**src/hw/rtl/ppq_pkg.sv**
```systemverilog
package ppq_pkg;

    // Image geometry.
    localparam int ROW_LENGTH = 2048;
    localparam int ROW_COUNT  = 2048;
    localparam int POS_W      = 11;

    // Sample and power widths.
    localparam int SAMPLE_W = 16;
    localparam int PWR_W    = 32;
    localparam int PIXEL_W  = 8;

    // Ceiling scale register, Q24.
    localparam int                 SCALE_W     = 25;
    localparam int                 SCALE_SHIFT = 24;
    localparam logic [SCALE_W-1:0] SCALE_RESET = 25'd8389;

    localparam logic [PIXEL_W-1:0] GRAY_MAX = 8'd255;

    // Shift-add multiplier: one multiplier bit per cycle.
    localparam int MUL_A_W = PWR_W;
    localparam int MUL_B_W = SCALE_W;
    localparam int MUL_P_W = MUL_A_W + MUL_B_W;

    // The scaled difference (p - floor) * 255 carries eight more bits than the power.
    localparam int DIV_N_W = PWR_W + PIXEL_W;

    // Stream payload layout.
    localparam int S_TDATA_W = 2 * SAMPLE_W;
    localparam int S_TUSER_W = 2;
    localparam int M_FIELD_W = PIXEL_W + 2 * POS_W + 2 * PWR_W;
    localparam int M_TDATA_W = ((M_FIELD_W + 7) / 8) * 8;

    typedef enum logic [2:0] {
        ST_IDLE,
        ST_SQ_RE,
        ST_SQ_IM,
        ST_CEIL,
        ST_QCMP,
        ST_DIV,
        ST_DONE
    } ppq_state_t;

    // Command from the sequencer to the divider.
    typedef struct packed {
        logic               start;
        logic [DIV_N_W-1:0] numer;
        logic [PWR_W-1:0]   denom;
    } ppq_div_cmd_t;

endpackage

```
**src/hw/rtl/ppq_mul.sv**
```systemverilog
module ppq_mul (
    input  logic                         aclk,
    input  logic                         aresetn,
    input  logic                         start,
    input  logic [ppq_pkg::MUL_A_W-1:0]  op_a,
    input  logic [ppq_pkg::MUL_B_W-1:0]  op_b,
    output logic                         done,
    output logic [ppq_pkg::MUL_P_W-1:0]  prod
);
    import ppq_pkg::*;

    localparam int CNT_W = $clog2(MUL_B_W);
    localparam logic [CNT_W-1:0] CNT_LAST = CNT_W'(MUL_B_W - 1);

    logic [MUL_P_W-1:0] acc_reg, acc_next;
    logic [MUL_A_W-1:0] a_reg, a_next;
    logic [MUL_B_W-1:0] b_reg, b_next;
    logic [CNT_W-1:0]   cnt_reg, cnt_next;
    logic               run_reg, run_next;
    logic               done_reg, done_next;
    logic [MUL_A_W:0]   sum;

    // Each cycle adds the multiplicand for the low multiplier bit into the top
    // of the accumulator and shifts the whole accumulator right by one.
    always_comb begin
        sum = {1'b0, acc_reg[MUL_P_W-1:MUL_B_W]} + (b_reg[0] ? {1'b0, a_reg} : '0);
        acc_next  = acc_reg;
        a_next    = a_reg;
        b_next    = b_reg;
        cnt_next  = cnt_reg;
        run_next  = run_reg;
        done_next = 1'b0;
        if (start) begin
            acc_next = '0;
            a_next   = op_a;
            b_next   = op_b;
            cnt_next = '0;
            run_next = 1'b1;
        end else if (run_reg) begin
            acc_next = {sum, acc_reg[MUL_B_W-1:1]};
            b_next   = b_reg >> 1;
            cnt_next = cnt_reg + 1'b1;
            if (cnt_reg == CNT_LAST) begin
                run_next  = 1'b0;
                done_next = 1'b1;
            end
        end
    end

    always_ff @(posedge aclk) begin
        if (!aresetn) begin
            run_reg  <= 1'b0;
            done_reg <= 1'b0;
        end else begin
            run_reg  <= run_next;
            done_reg <= done_next;
        end
    end

    always_ff @(posedge aclk) begin
        acc_reg <= acc_next;
        a_reg   <= a_next;
        b_reg   <= b_next;
        cnt_reg <= cnt_next;
    end

    assign done = done_reg;
    assign prod = acc_reg;

endmodule

```
**src/hw/rtl/ppq_div.sv**
```systemverilog
module ppq_div (
    input  logic                          aclk,
    input  logic                          aresetn,
    input  ppq_pkg::ppq_div_cmd_t         cmd,
    output logic                          done,
    output logic [ppq_pkg::PIXEL_W-1:0]   quot
);
    import ppq_pkg::*;

    localparam int CNT_W = $clog2(PIXEL_W);
    localparam logic [CNT_W-1:0] CNT_LAST = CNT_W'(PIXEL_W - 1);

    // The numerator is n * 255 with n no larger than the divisor, so its upper
    // part is already below the divisor and only eight quotient bits remain.
    logic [PWR_W-1:0]   rem_reg, rem_next;
    logic [PWR_W-1:0]   den_reg, den_next;
    logic [PIXEL_W-1:0] low_reg, low_next;
    logic [PIXEL_W-1:0] q_reg, q_next;
    logic [CNT_W-1:0]   cnt_reg, cnt_next;
    logic               run_reg, run_next;
    logic               done_reg, done_next;
    logic [PWR_W:0]     trial;
    logic [PWR_W:0]     diff;
    logic               fits;

    always_comb begin
        trial = {rem_reg, low_reg[PIXEL_W-1]};
        diff  = trial - {1'b0, den_reg};
        fits  = (trial >= {1'b0, den_reg});
        rem_next  = rem_reg;
        den_next  = den_reg;
        low_next  = low_reg;
        q_next    = q_reg;
        cnt_next  = cnt_reg;
        run_next  = run_reg;
        done_next = 1'b0;
        if (cmd.start) begin
            rem_next = cmd.numer[DIV_N_W-1:PIXEL_W];
            low_next = cmd.numer[PIXEL_W-1:0];
            den_next = cmd.denom;
            q_next   = '0;
            cnt_next = '0;
            run_next = 1'b1;
        end else if (run_reg) begin
            rem_next = fits ? diff[PWR_W-1:0] : trial[PWR_W-1:0];
            low_next = low_reg << 1;
            q_next   = {q_reg[PIXEL_W-2:0], fits};
            cnt_next = cnt_reg + 1'b1;
            if (cnt_reg == CNT_LAST) begin
                run_next  = 1'b0;
                done_next = 1'b1;
            end
        end
    end

    always_ff @(posedge aclk) begin
        if (!aresetn) begin
            run_reg  <= 1'b0;
            done_reg <= 1'b0;
        end else begin
            run_reg  <= run_next;
            done_reg <= done_next;
        end
    end

    always_ff @(posedge aclk) begin
        rem_reg <= rem_next;
        den_reg <= den_next;
        low_reg <= low_next;
        q_reg   <= q_next;
        cnt_reg <= cnt_next;
    end

    assign done = done_reg;
    assign quot = q_reg;

endmodule

```
**src/hw/rtl/power_peak_and_quantize_core.sv**
```systemverilog
// Power peak detector and 8-bit quantizer for complex image samples.
// Input stream s_*: s_tdata holds sample_re (bits 15:0) and sample_im (31:16),
// s_tuser holds func (bit 0, 0 = measure, 1 = quantize) and frame_start (bit 1).
// Samples arrive in row-major order; internal counters track row and column.
// Result stream m_*: one transfer per input transfer carrying the pixel, the
// position of the first peak and the running peak and floor powers.
// cfg_wen/cfg_wdata write the Q24 ceiling scale; write it only while idle.
// One sample is processed at a time. The power is built by a shift-add
// multiplier that retires one multiplier bit per cycle, first squaring the
// real part and then the imaginary part. A quantize sample adds a compare
// state and, when it falls inside the clip range, a radix-2 divider. The
// first sample of a quantize pass also runs the ceiling multiply.
// A new sample is taken while a finished result waits on m_tready; a stalled
// receiver holds the block only once the next result is ready as well.
// Reset clears the statistics, counters and ceiling, and sets the scale to
// its default of about 0.0005.
module power_peak_and_quantize_core (
    input  logic                           aclk,
    input  logic                           aresetn,
    input  logic                           cfg_wen,
    input  logic [ppq_pkg::SCALE_W-1:0]    cfg_wdata,
    input  logic                           s_tvalid,
    output logic                           s_tready,
    // sample_re, sample_im
    input  logic [ppq_pkg::S_TDATA_W-1:0]  s_tdata,
    // func, frame_start
    input  logic [ppq_pkg::S_TUSER_W-1:0]  s_tuser,
    output logic                           m_tvalid,
    input  logic                           m_tready,
    // pixel, peak_row, peak_col, peak_value, floor_value, zero fill
    output logic [ppq_pkg::M_TDATA_W-1:0]  m_tdata
);
    import ppq_pkg::*;

    ppq_state_t state_reg, state_next;

    logic [SCALE_W-1:0]  scale_reg;
    logic [PWR_W-1:0]    peak_reg, peak_next;
    logic [PWR_W-1:0]    floor_reg, floor_next;
    logic [PWR_W-1:0]    ceil_reg;
    logic [POS_W-1:0]    prow_reg, prow_next;
    logic [POS_W-1:0]    pcol_reg, pcol_next;
    logic [POS_W-1:0]    row_reg, col_reg;
    logic [POS_W-1:0]    cur_row_reg, cur_col_reg;
    logic                func_reg, start_reg;
    logic [SAMPLE_W-1:0] im_abs_reg;
    logic [PWR_W-1:0]    re2_reg;
    logic [PWR_W-1:0]    power_reg;
    logic [PIXEL_W-1:0]  pix_reg, pix_next;
    logic [PIXEL_W-1:0]  m_pixel_reg;
    logic                m_tvalid_reg;

    logic                accept;
    logic                out_free;
    logic                out_load;
    logic [SAMPLE_W-1:0] re_abs, im_abs;
    logic                in_func, in_start;
    logic [POS_W-1:0]    pos_row, pos_col;
    logic [POS_W:0]      col_inc, row_inc;

    logic                mul_start;
    logic [MUL_A_W-1:0]  mul_a;
    logic [MUL_B_W-1:0]  mul_b;
    logic                mul_done;
    logic [MUL_P_W-1:0]  mul_prod;

    ppq_div_cmd_t        div_cmd;
    logic                div_done;
    logic [PIXEL_W-1:0]  div_quot;

    logic                below, above, span_zero;
    logic [PWR_W-1:0]    p_diff, span;
    logic [DIV_N_W-1:0]  numer;

    assign in_func  = s_tuser[0];
    assign in_start = s_tuser[1];
    assign re_abs = s_tdata[SAMPLE_W-1] ? (~s_tdata[SAMPLE_W-1:0] + 1'b1)
                                        : s_tdata[SAMPLE_W-1:0];
    assign im_abs = s_tdata[S_TDATA_W-1] ? (~s_tdata[S_TDATA_W-1:SAMPLE_W] + 1'b1)
                                         : s_tdata[S_TDATA_W-1:SAMPLE_W];

    assign out_free = !m_tvalid_reg || m_tready;

    // Position of the current sample and of the one after it.
    assign pos_row = in_start ? '0 : row_reg;
    assign pos_col = in_start ? '0 : col_reg;
    assign col_inc = {1'b0, pos_col} + 1'b1;
    assign row_inc = {1'b0, pos_row} + 1'b1;

    // Quantize decisions on the registered power.
    assign below     = (power_reg < floor_reg);
    assign above     = (power_reg > ceil_reg);
    assign span      = ceil_reg - floor_reg;
    assign span_zero = (span == '0);
    assign p_diff    = power_reg - floor_reg;
    assign numer     = {p_diff, {PIXEL_W{1'b0}}} - {{PIXEL_W{1'b0}}, p_diff};

    ppq_mul u_mul (
        .aclk    (aclk),
        .aresetn (aresetn),
        .start   (mul_start),
        .op_a    (mul_a),
        .op_b    (mul_b),
        .done    (mul_done),
        .prod    (mul_prod)
    );

    ppq_div u_div (
        .aclk    (aclk),
        .aresetn (aresetn),
        .cmd     (div_cmd),
        .done    (div_done),
        .quot    (div_quot)
    );

    // Next state.
    always_comb begin
        state_next = state_reg;
        case (state_reg)
            ST_IDLE: begin
                if (s_tvalid) begin
                    state_next = ST_SQ_RE;
                end
            end
            ST_SQ_RE: begin
                if (mul_done) begin
                    state_next = ST_SQ_IM;
                end
            end
            ST_SQ_IM: begin
                if (mul_done) begin
                    if (!func_reg) begin
                        state_next = ST_DONE;
                    end else if (start_reg) begin
                        state_next = ST_CEIL;
                    end else begin
                        state_next = ST_QCMP;
                    end
                end
            end
            ST_CEIL: begin
                if (mul_done) begin
                    state_next = ST_QCMP;
                end
            end
            ST_QCMP: begin
                if (below || above || span_zero) begin
                    state_next = ST_DONE;
                end else begin
                    state_next = ST_DIV;
                end
            end
            ST_DIV: begin
                if (div_done) begin
                    state_next = ST_DONE;
                end
            end
            ST_DONE: begin
                if (out_free) begin
                    state_next = ST_IDLE;
                end
            end
            default: state_next = ST_IDLE;
        endcase
    end

    // Outputs of the sequencer.
    always_comb begin
        s_tready      = 1'b0;
        accept        = 1'b0;
        out_load      = 1'b0;
        mul_start     = 1'b0;
        mul_a         = '0;
        mul_b         = '0;
        div_cmd.start = 1'b0;
        div_cmd.numer = numer;
        div_cmd.denom = span;
        pix_next      = pix_reg;
        case (state_reg)
            ST_IDLE: begin
                s_tready  = 1'b1;
                accept    = s_tvalid;
                mul_start = s_tvalid;
                mul_a     = MUL_A_W'(re_abs);
                mul_b     = MUL_B_W'(re_abs);
            end
            ST_SQ_RE: begin
                mul_start = mul_done;
                mul_a     = MUL_A_W'(im_abs_reg);
                mul_b     = MUL_B_W'(im_abs_reg);
            end
            ST_SQ_IM: begin
                mul_start = mul_done && func_reg && start_reg;
                mul_a     = peak_reg;
                mul_b     = scale_reg;
            end
            ST_QCMP: begin
                if (below || span_zero) begin
                    pix_next = '0;
                end else if (above) begin
                    pix_next = GRAY_MAX;
                end else begin
                    div_cmd.start = 1'b1;
                end
                if (below) begin
                    pix_next = '0;
                end else if (above) begin
                    pix_next = GRAY_MAX;
                end
            end
            ST_DIV: begin
                if (div_done) begin
                    pix_next = div_quot;
                end
            end
            ST_DONE: begin
                out_load = out_free;
            end
            default: begin
                s_tready = 1'b0;
            end
        endcase
    end

    // Statistics as they stand after the current sample.
    always_comb begin
        peak_next  = peak_reg;
        floor_next = floor_reg;
        prow_next  = prow_reg;
        pcol_next  = pcol_reg;
        if (!func_reg) begin
            if (start_reg) begin
                peak_next  = power_reg;
                floor_next = power_reg;
                prow_next  = '0;
                pcol_next  = '0;
            end else begin
                if (power_reg > peak_reg) begin
                    peak_next = power_reg;
                    prow_next = cur_row_reg;
                    pcol_next = cur_col_reg;
                end
                if (power_reg < floor_reg) begin
                    floor_next = power_reg;
                end
            end
        end
    end

    always_ff @(posedge aclk) begin
        if (!aresetn) begin
            state_reg    <= ST_IDLE;
            scale_reg    <= SCALE_RESET;
            peak_reg     <= '0;
            floor_reg    <= '0;
            ceil_reg     <= '0;
            prow_reg     <= '0;
            pcol_reg     <= '0;
            row_reg      <= '0;
            col_reg      <= '0;
            m_tvalid_reg <= 1'b0;
        end else begin
            state_reg <= state_next;
            if (cfg_wen) begin
                scale_reg <= cfg_wdata;
            end
            if (accept) begin
                if (col_inc >= (POS_W+1)'(ROW_LENGTH)) begin
                    col_reg <= '0;
                    row_reg <= (row_inc >= (POS_W+1)'(ROW_COUNT)) ? '0 : row_inc[POS_W-1:0];
                end else begin
                    col_reg <= col_inc[POS_W-1:0];
                    row_reg <= pos_row;
                end
            end
            // Ceiling is the Q24 product shifted down, saturated to 32 bits.
            if (state_reg == ST_CEIL && mul_done) begin
                ceil_reg <= mul_prod[MUL_P_W-1] ? {PWR_W{1'b1}}
                                                : mul_prod[SCALE_SHIFT +: PWR_W];
            end
            if (out_load) begin
                peak_reg  <= peak_next;
                floor_reg <= floor_next;
                prow_reg  <= prow_next;
                pcol_reg  <= pcol_next;
            end
            if (out_load) begin
                m_tvalid_reg <= 1'b1;
            end else if (m_tready) begin
                m_tvalid_reg <= 1'b0;
            end
        end
    end

    always_ff @(posedge aclk) begin
        pix_reg <= pix_next;
        if (accept) begin
            func_reg    <= in_func;
            start_reg   <= in_start;
            im_abs_reg  <= im_abs;
            cur_row_reg <= pos_row;
            cur_col_reg <= pos_col;
        end
        if (state_reg == ST_SQ_RE && mul_done) begin
            re2_reg <= mul_prod[PWR_W-1:0];
        end
        if (state_reg == ST_SQ_IM && mul_done) begin
            power_reg <= re2_reg + mul_prod[PWR_W-1:0];
        end
        if (out_load) begin
            m_pixel_reg <= func_reg ? pix_reg : '0;
        end
    end

    // Statistics registers only change when a result is loaded, so they can
    // feed the output directly.
    assign m_tvalid = m_tvalid_reg;
    assign m_tdata  = {{(M_TDATA_W - M_FIELD_W){1'b0}},
                       floor_reg, peak_reg, pcol_reg, prow_reg, m_pixel_reg};

endmodule

```
**config.mk**
```make
export PLATFORM = sky130hd
export DESIGN_NAME = power_peak_and_quantize_core
export DESIGN_NICKNAME = d
export VERILOG_FILES = /design/src/hw/rtl/ppq_pkg.sv /design/src/hw/rtl/ppq_mul.sv /design/src/hw/rtl/ppq_div.sv /design/src/hw/rtl/power_peak_and_quantize_core.sv
export SDC_FILE = /design/constraint.sdc
export NUM_CORES = 1
export LEC_CHECK = 0
export ABC_AREA = 1
export BUFFER_PORTS_ARGS = -buffer_cell sky130_fd_sc_hd__buf_2
export CAP_MARGIN = 20
export CORE_UTILIZATION = 55
export CTS_CLUSTER_DIAMETER = 200
export DETAILED_ROUTE_END_ITERATION = 12
export PLACE_DENSITY = 0.75
export SLEW_MARGIN = 5
export SYNTH_ARGS = -nofsm -noshare
export SYNTH_HDL_FRONTEND = slang
export SYNTH_SLANG_ARGS = --single-unit
```
**constraint.sdc**
```tcl
create_clock -name aclk -period 5.3 [get_ports aclk]
set_input_delay 0.265 -clock aclk [delete_from_list [all_inputs] [get_ports aclk]]
set_output_delay 0.265 -clock aclk [all_outputs]
set_load 0.01 [all_outputs]
```
==> out/metrics.cfg, run 1 <==
[setup_path]
worst-path-buf-inv = 4
crit_type = flip-flop to flip-flop
slowest_delay_ns = 0.42
path_delay_family = simple AND/OR/NAND/NOR gates
cp-start-kind = flip-flop
worstPathRequired_ns = 5.66
cp-end-kind = flip-flop
reg2regPathDepth = 28
flop2flop_setup_slack_ns = 0.79
critical_path_peak_fanout = 6
critical_path_s_most_frequent_cell = sky130_fd_sc_hd__nand2_1
crit_path_top_delay_cell = sky130_fd_sc_hd__fa_1
critical_path.reg2reg.endpoint = u_div.rem_reg[31]
worst_ep_arrival_time_ns = 4.88
crit-reg2reg-launch = power_reg[0]

[clock_network]
cts.repair_timing.setup_buffer_count = 0
clockBufferDepth = 3
post_cts.resized_instances = 0
ctsHoldBuffers = 40
clock-root-buffer = sky130_fd_sc_hd__clkbuf_16
cts.clk_slew.worst_paths_ns = 0.07
cts_tree = done
cts_sinks = 495
cts_max_level = 2
cts_buffer_count = 50
clock_latency_ns = 0.62

[final_layout]
multi_input_comb_area_mm2 = 0.01707
largest_register_ff_count = 57
finalInstanceArea_mm2 = 0.03618
nets = 4849
antenna-diode-count = 0
final-seq-area_mm2 = 0.01240
share_of_cells_above_drive_strength_1_pct = 8.058
layout.filler_cells = 5248
layout-area-overhead-vs-synth_pct = 11.27

[floorplanning]
io_pins = 162
core_area_mm2 = 0.05803
dieWidth_um = 245.2
row_count = 88
initial_utilization_pct = 56.04
die_area_mm2 = 0.06010
die_extent_in_y_um = 245.2

[placement]
io_buffer_count = 159
dp_hpwl_um = 76890
area_of_placed_instances_mm2 = 0.03410
routabilityCongestion = 1.017

[route]
vias = 29916
detail_route.drc_violations = 0
drtIter0Drc = 2175
route.detailed.vias_per_inst = 5.611
routed_antenna_nets = 0
dr.pass1.iters = 6
routed_wirelength_um = 98900
wl_per_cell_um = 18.55

[worst_hold_path]
hold_crit_depth = 2
worst_hold_path_type = input pin to flip-flop
min_from = s_tdata[29]
min_to = im_abs_reg[13]

[synth]
ys_types = 66
synthesis.yosys.warnings = 0
number_of_flops_mapped_to_enable_cells_by_yosys = 249
ys_dominant_reg_cell = sky130_fd_sc_hd__edfxtp_1
synth.avg_cell_area_um2 = 7.488
synth_most_common_cell = sky130_fd_sc_hd__nand2_1
synth.top_cells.by_count = 941 x sky130_fd_sc_hd__nand2_1, 672 x sky130_fd_sc_hd__inv_1, 417 x sky130_fd_sc_hd__nor2_1, 366 x sky130_fd_sc_hd__a21oi_1, 254 x sky130_fd_sc_hd__ha_1
post_synth_inst_count = 4343
synth-seq-cells = 495
mappedNetlistArea_mm2 = 0.03252
yosysTopAreaCellShare_pct = 22.99
synth.yosys.seq_area_share_pct = 38.14
postSynth.asyncResetShare_pct = 0
yosys-top-cells-area = sky130_fd_sc_hd__edfxtp_1 23%, sky130_fd_sc_hd__dfxtp_1 15%, sky130_fd_sc_hd__nand2_1 11%, sky130_fd_sc_hd__ha_1 9.8%, sky130_fd_sc_hd__inv_1 7.8%
netlist.top_cell.by_area = sky130_fd_sc_hd__edfxtp_1

[power_and_ir_drop]
power.density_mw_per_mm2 = 385.9
power.leakage_nw = 17.10
vdd_drop_max_mv = 0.3305

[sta]
worst_hold_slack_ns = 0.03819
clock-skew-final_ns = 0.01962
final.setup.tns_ns = 0
final-setup-viol-count = 0
rsz0062_at_grt = no
finalCritPeriodShare_pct = 85.15
timing_hold_violations_final = 0
timing.final.crit_period_ns = 4.513
max_slew_vio_count = 0
max_slew_headroom_pct = 34.56
clock.fmax_mhz = 221.6
tightestPinTransition_ns = 0.9816

[job]
timing.max_cap.violations = 0

[grt]
grtUsageTotal_pct = 32.54
grt_overflow = 0
grt_first_pass_wirelength_um = 154000
grt_start_max_net_pins = 94
first_global_vias = 28682
antenna_violations_before_repair = 1

[run_status]
result_of_the_run = completed

[logic make-up after synthesis]
group	share of synthesized area, %
simple gates	22.88
compound gates	15.48
buf+inv	9.481
flops	38.14
fa+ha+maj	10.08
xor+xnor	3.932
other cells	0.01153
[per-stage QoR]
stage          setup slack, ns  util (%)  total power, mW  cells
2_1_floorplan            1.067         -            8.829   4344
3_3_place_gp            0.8743     58.77            10.24   5199
3_5_place_dp            0.8477     58.77            10.31   5199
4_1_cts                 0.8211     62.36            13.95   5332
5_1_grt                 0.4184     62.36            14.78   5332
6_report                0.7868     62.36            13.96   5332
[power by group]
part | leakage (nW) | internal (mW) | switching (mW)
clock network | 0.834 | 2.05 | 1.56
logic | 11.9 | 1.64 | 3.45
registers | 4.34 | 4.88 | 0.377
total | 17.1 | 8.57 | 5.39
[worst max-delay path by stage]
stage	depth (start not counted)	slack [ns]	to	from
floorplan	8	1.07	u_mul.a_reg[0]	state_reg[0]
global placement	16	0.87	u_div.rem_reg[18]	ceil_reg[0]
detailed placement	28	0.85	u_div.rem_reg[27]	power_reg[0]
CTS	28	0.82	u_div.rem_reg[31]	power_reg[0]
global route	28	0.42	u_div.rem_reg[31]	power_reg[0]
finish	28	0.79	u_div.rem_reg[31]	power_reg[0]
[layer usage]
metal	share of wire, %	track usage (%)	up-vias	wire length, um
met4	4.2	13.22	2	4164
met2	47	55.28	998	46760
li1	-	-	14790	-
met3	6.3	4.045	217	6233
met5	0.017	0	-	17
met1	42	41.77	13909	41720
[final cells by class]
type	instances	share of cell area [%]
clock inverters	27	0.7020
repair buffers	240	4.157
well taps	765	2.645
clock buffers	66	3.935
flip-flops and latches	495	34.28
multi-input cells	3054	47.18
inverters	685	7.106
[layout by cell type, fill, tap and decap left out, drive strengths merged, types with 3 or more instances in the layout]
cell / n
o21ai: 261
o22ai: 25
a211oi: 38
nand3b: 10
a21oi: 371
xnor2: 49
nand3: 217
clkbuf: 66
bufinv: 3
nor4: 21
o211ai: 48
ha: 254
or2: 10
a221oi: 4
fa: 5
o31ai: 6
o21a: 11
clkinv: 26
dfxtp: 246
a41oi: 3
nand2: 961
a31oi: 36
nor3: 80
a21o: 19
a21boi: 17
nand4: 43
edfxtp: 249
inv: 682
xor2: 97
o221ai: 5
buf: 200
o21bai: 11
dlygate4sd3: 40
nor2: 427
No activity file was read; power rests on OpenSTA's default activity.
==> run 2: changes to the inputs <==
--- a/config.mk
+++ b/config.mk
@@ -12,4 +12,5 @@
 export CTS_CLUSTER_DIAMETER = 200
 export DETAILED_ROUTE_END_ITERATION = 12
+export GPL_ROUTABILITY_DRIVEN = 1
 export PLACE_DENSITY = 0.75
 export SLEW_MARGIN = 5
==> constraint.sdc (replaced) <==
create_clock -name aclk -period 5.3 [get_ports aclk]
set_input_delay 0.53 -clock aclk [delete_from_list [all_inputs] [get_ports aclk]]
set_output_delay 0.53 -clock aclk [all_outputs]
set_load 0.01 [all_outputs]
==> run 2 against run 1 <==
Effect of this change: design area down 1.1%; via count shrank 0.74%; critical path depth did not move; global-route usage is 0.41 points lower; clock skew is 0.0030 ns higher; non-clock buffer count fell by 40; largest cell class unchanged; hold slack improved by 0.057 ns; clock power is essentially flat; sequential cell count is the same; die area did not move.
==> out/metrics.cfg, run 2 (synthesis results as in run 1) <==
[setup_path]
worst-path-buf-inv = 4
cp-start-kind = flip-flop
worst_ep_arrival_time_ns = 4.89
critical_path_peak_fanout = 6
cp-end-kind = flip-flop
path_delay_family = simple AND/OR/NAND/NOR gates
crit_type = flip-flop to flip-flop
slowest_delay_ns = 0.42
worstPathRequired_ns = 5.66
critical_path_s_most_frequent_cell = sky130_fd_sc_hd__nand2_1
crit_path_top_delay_cell = sky130_fd_sc_hd__fa_1

[route]
routed_antenna_nets = 0
routed_wirelength_um = 97900
dr.pass1.iters = 6
vias = 29696
route.detailed.vias_per_inst = 5.611
detail_route.drc_violations = 0
wl_per_cell_um = 18.50
drtIter0Drc = 2208

[sta]
rsz0062_at_grt = no
tightestPinTransition_ns = 0.9886
max_slew_headroom_pct = 34.09
final-setup-viol-count = 0
finalCritPeriodShare_pct = 85.39
clock-skew-final_ns = 0.02259
clock.fmax_mhz = 221.0
timing.final.crit_period_ns = 4.526
final.setup.tns_ns = 0
timing_hold_violations_final = 0
max_slew_vio_count = 0

[final_layout]
final_cell_mix = 938 x sky130_fd_sc_hd__nand2_1, 670 x sky130_fd_sc_hd__inv_1, 415 x sky130_fd_sc_hd__nor2_1
layout.cells.most_common = sky130_fd_sc_hd__nand2_1
layout-area-overhead-vs-synth_pct = 10.03
nets = 4809
layout.filler_cells = 5335
largest_register_ff_count = 57
finalInstanceArea_mm2 = 0.03578
antenna-diode-count = 0
share_of_cells_above_drive_strength_1_pct = 8.129

[power_and_ir_drop]
power.leakage_nw = 16.93
swShare_pct = 38.70
p_switching_mw = 5.397
power.density_mw_per_mm2 = 389.8
clock_power_share_pct = 25.9
vdd_drop_max_mv = 0.3237
internal_power_mw = 8.550
sequentialPowerShare_pct = 37.7
power.share.combinational_pct = 36.4

[floorplanning]
core_area_mm2 = 0.05803
initial_utilization_pct = 56.04
io_pins = 162
row_count = 88
die_area_mm2 = 0.06010
die_extent_in_y_um = 245.2
dieWidth_um = 245.2

[clock_network]
cts_max_level = 2
cts.repair_timing.setup_buffer_count = 0
clock_latency_ns = 0.62
clock-root-buffer = sky130_fd_sc_hd__clkbuf_16
cts.clk_slew.worst_paths_ns = 0.07
cts_sinks = 495
ctsHoldBuffers = 0
cts_tree = done
clockBufferDepth = 3
cts_buffer_count = 50
post_cts.resized_instances = 0

[job]
timing.max_cap.violations = 0

[grt]
grt_start_max_net_pins = 94
grt_first_pass_wirelength_um = 151900
grt_overflow = 0
grtUsageTotal_pct = 32.13
antenna_violations_before_repair = 1
first_global_vias = 28290

[placement]
area_of_placed_instances_mm2 = 0.03410
routabilityCongestion = 1.017
io_buffer_count = 159
dp_hpwl_um = 76890

[run_status]
result_of_the_run = completed

[worst_hold_path]
worst_hold_path_type = input pin to flip-flop

run 2: cell types whose count changed in the layout (fill, tap and decap cells not counted):
| cell | before | now |
|---|---|---|
| sky130_fd_sc_hd__dlygate4sd3_1 | 40 | 0 |
run 2: final cells by class:
cell class	instances	area, um2	share of cell area, %
flip-flops and latches	495	12400	34.66
well taps	765	957.2	2.675
clock buffers	66	1424	3.979
clock inverters	27	254.0	0.7098
multi-input cells	3054	17070	47.71
inverters	685	2571	7.186
repair buffers	200	1104	3.084
run 2: power by group through the flow:
stage	registers [mW]	logic (mW)	clock network, mW
after floorplan	5.18	3.65	0
after global placement	5.31	4.93	0
after detailed placement	5.32	4.99	0
after CTS	5.25	5.02	3.67
after global routing	5.31	5.63	3.82
final	5.26	5.07	3.62
run 2: worst paths after layout:
check,from,end,slack [ns],cells past startpoint
worst max-delay path,power_reg[0],u_div.rem_reg[31],0.77,28
worst min-delay path,s_tuser[0],func_reg,0.09,1
worst max register to register,power_reg[0],u_div.rem_reg[31],0.77,28
worst min register to register,scale_reg[24],scale_reg[24],0.46,2
run 2: metrics by stage:
stage | power [mW] | utilization, % | worst slack, ns | hold WS [ns] | instances
floorplan | 8.829 | - | 1.067 | 0.4292 | 4344
CTS | 13.93 | 61.67 | 0.8211 | 0.06519 | 5292
finish | 13.95 | 61.67 | 0.7741 | 0.09487 | 5292
detailed placement | 10.31 | 58.77 | 0.8477 | 0.4450 | 5199
global route | 14.75 | 61.67 | 0.4184 | 0.07130 | 5292
global placement | 10.24 | 58.77 | 0.8743 | 0.4388 | 5199
run 2: routing by layer:
layer | up-vias | GRT usage, % | share of wire, %
met5 | - | 0 | 0.017
met4 | 2 | 13.00 | 4.1
met3 | 204 | 3.991 | 6.0
met2 | 947 | 54.34 | 47
met1 | 13824 | 41.48 | 43
li1 | 14719 | - | -
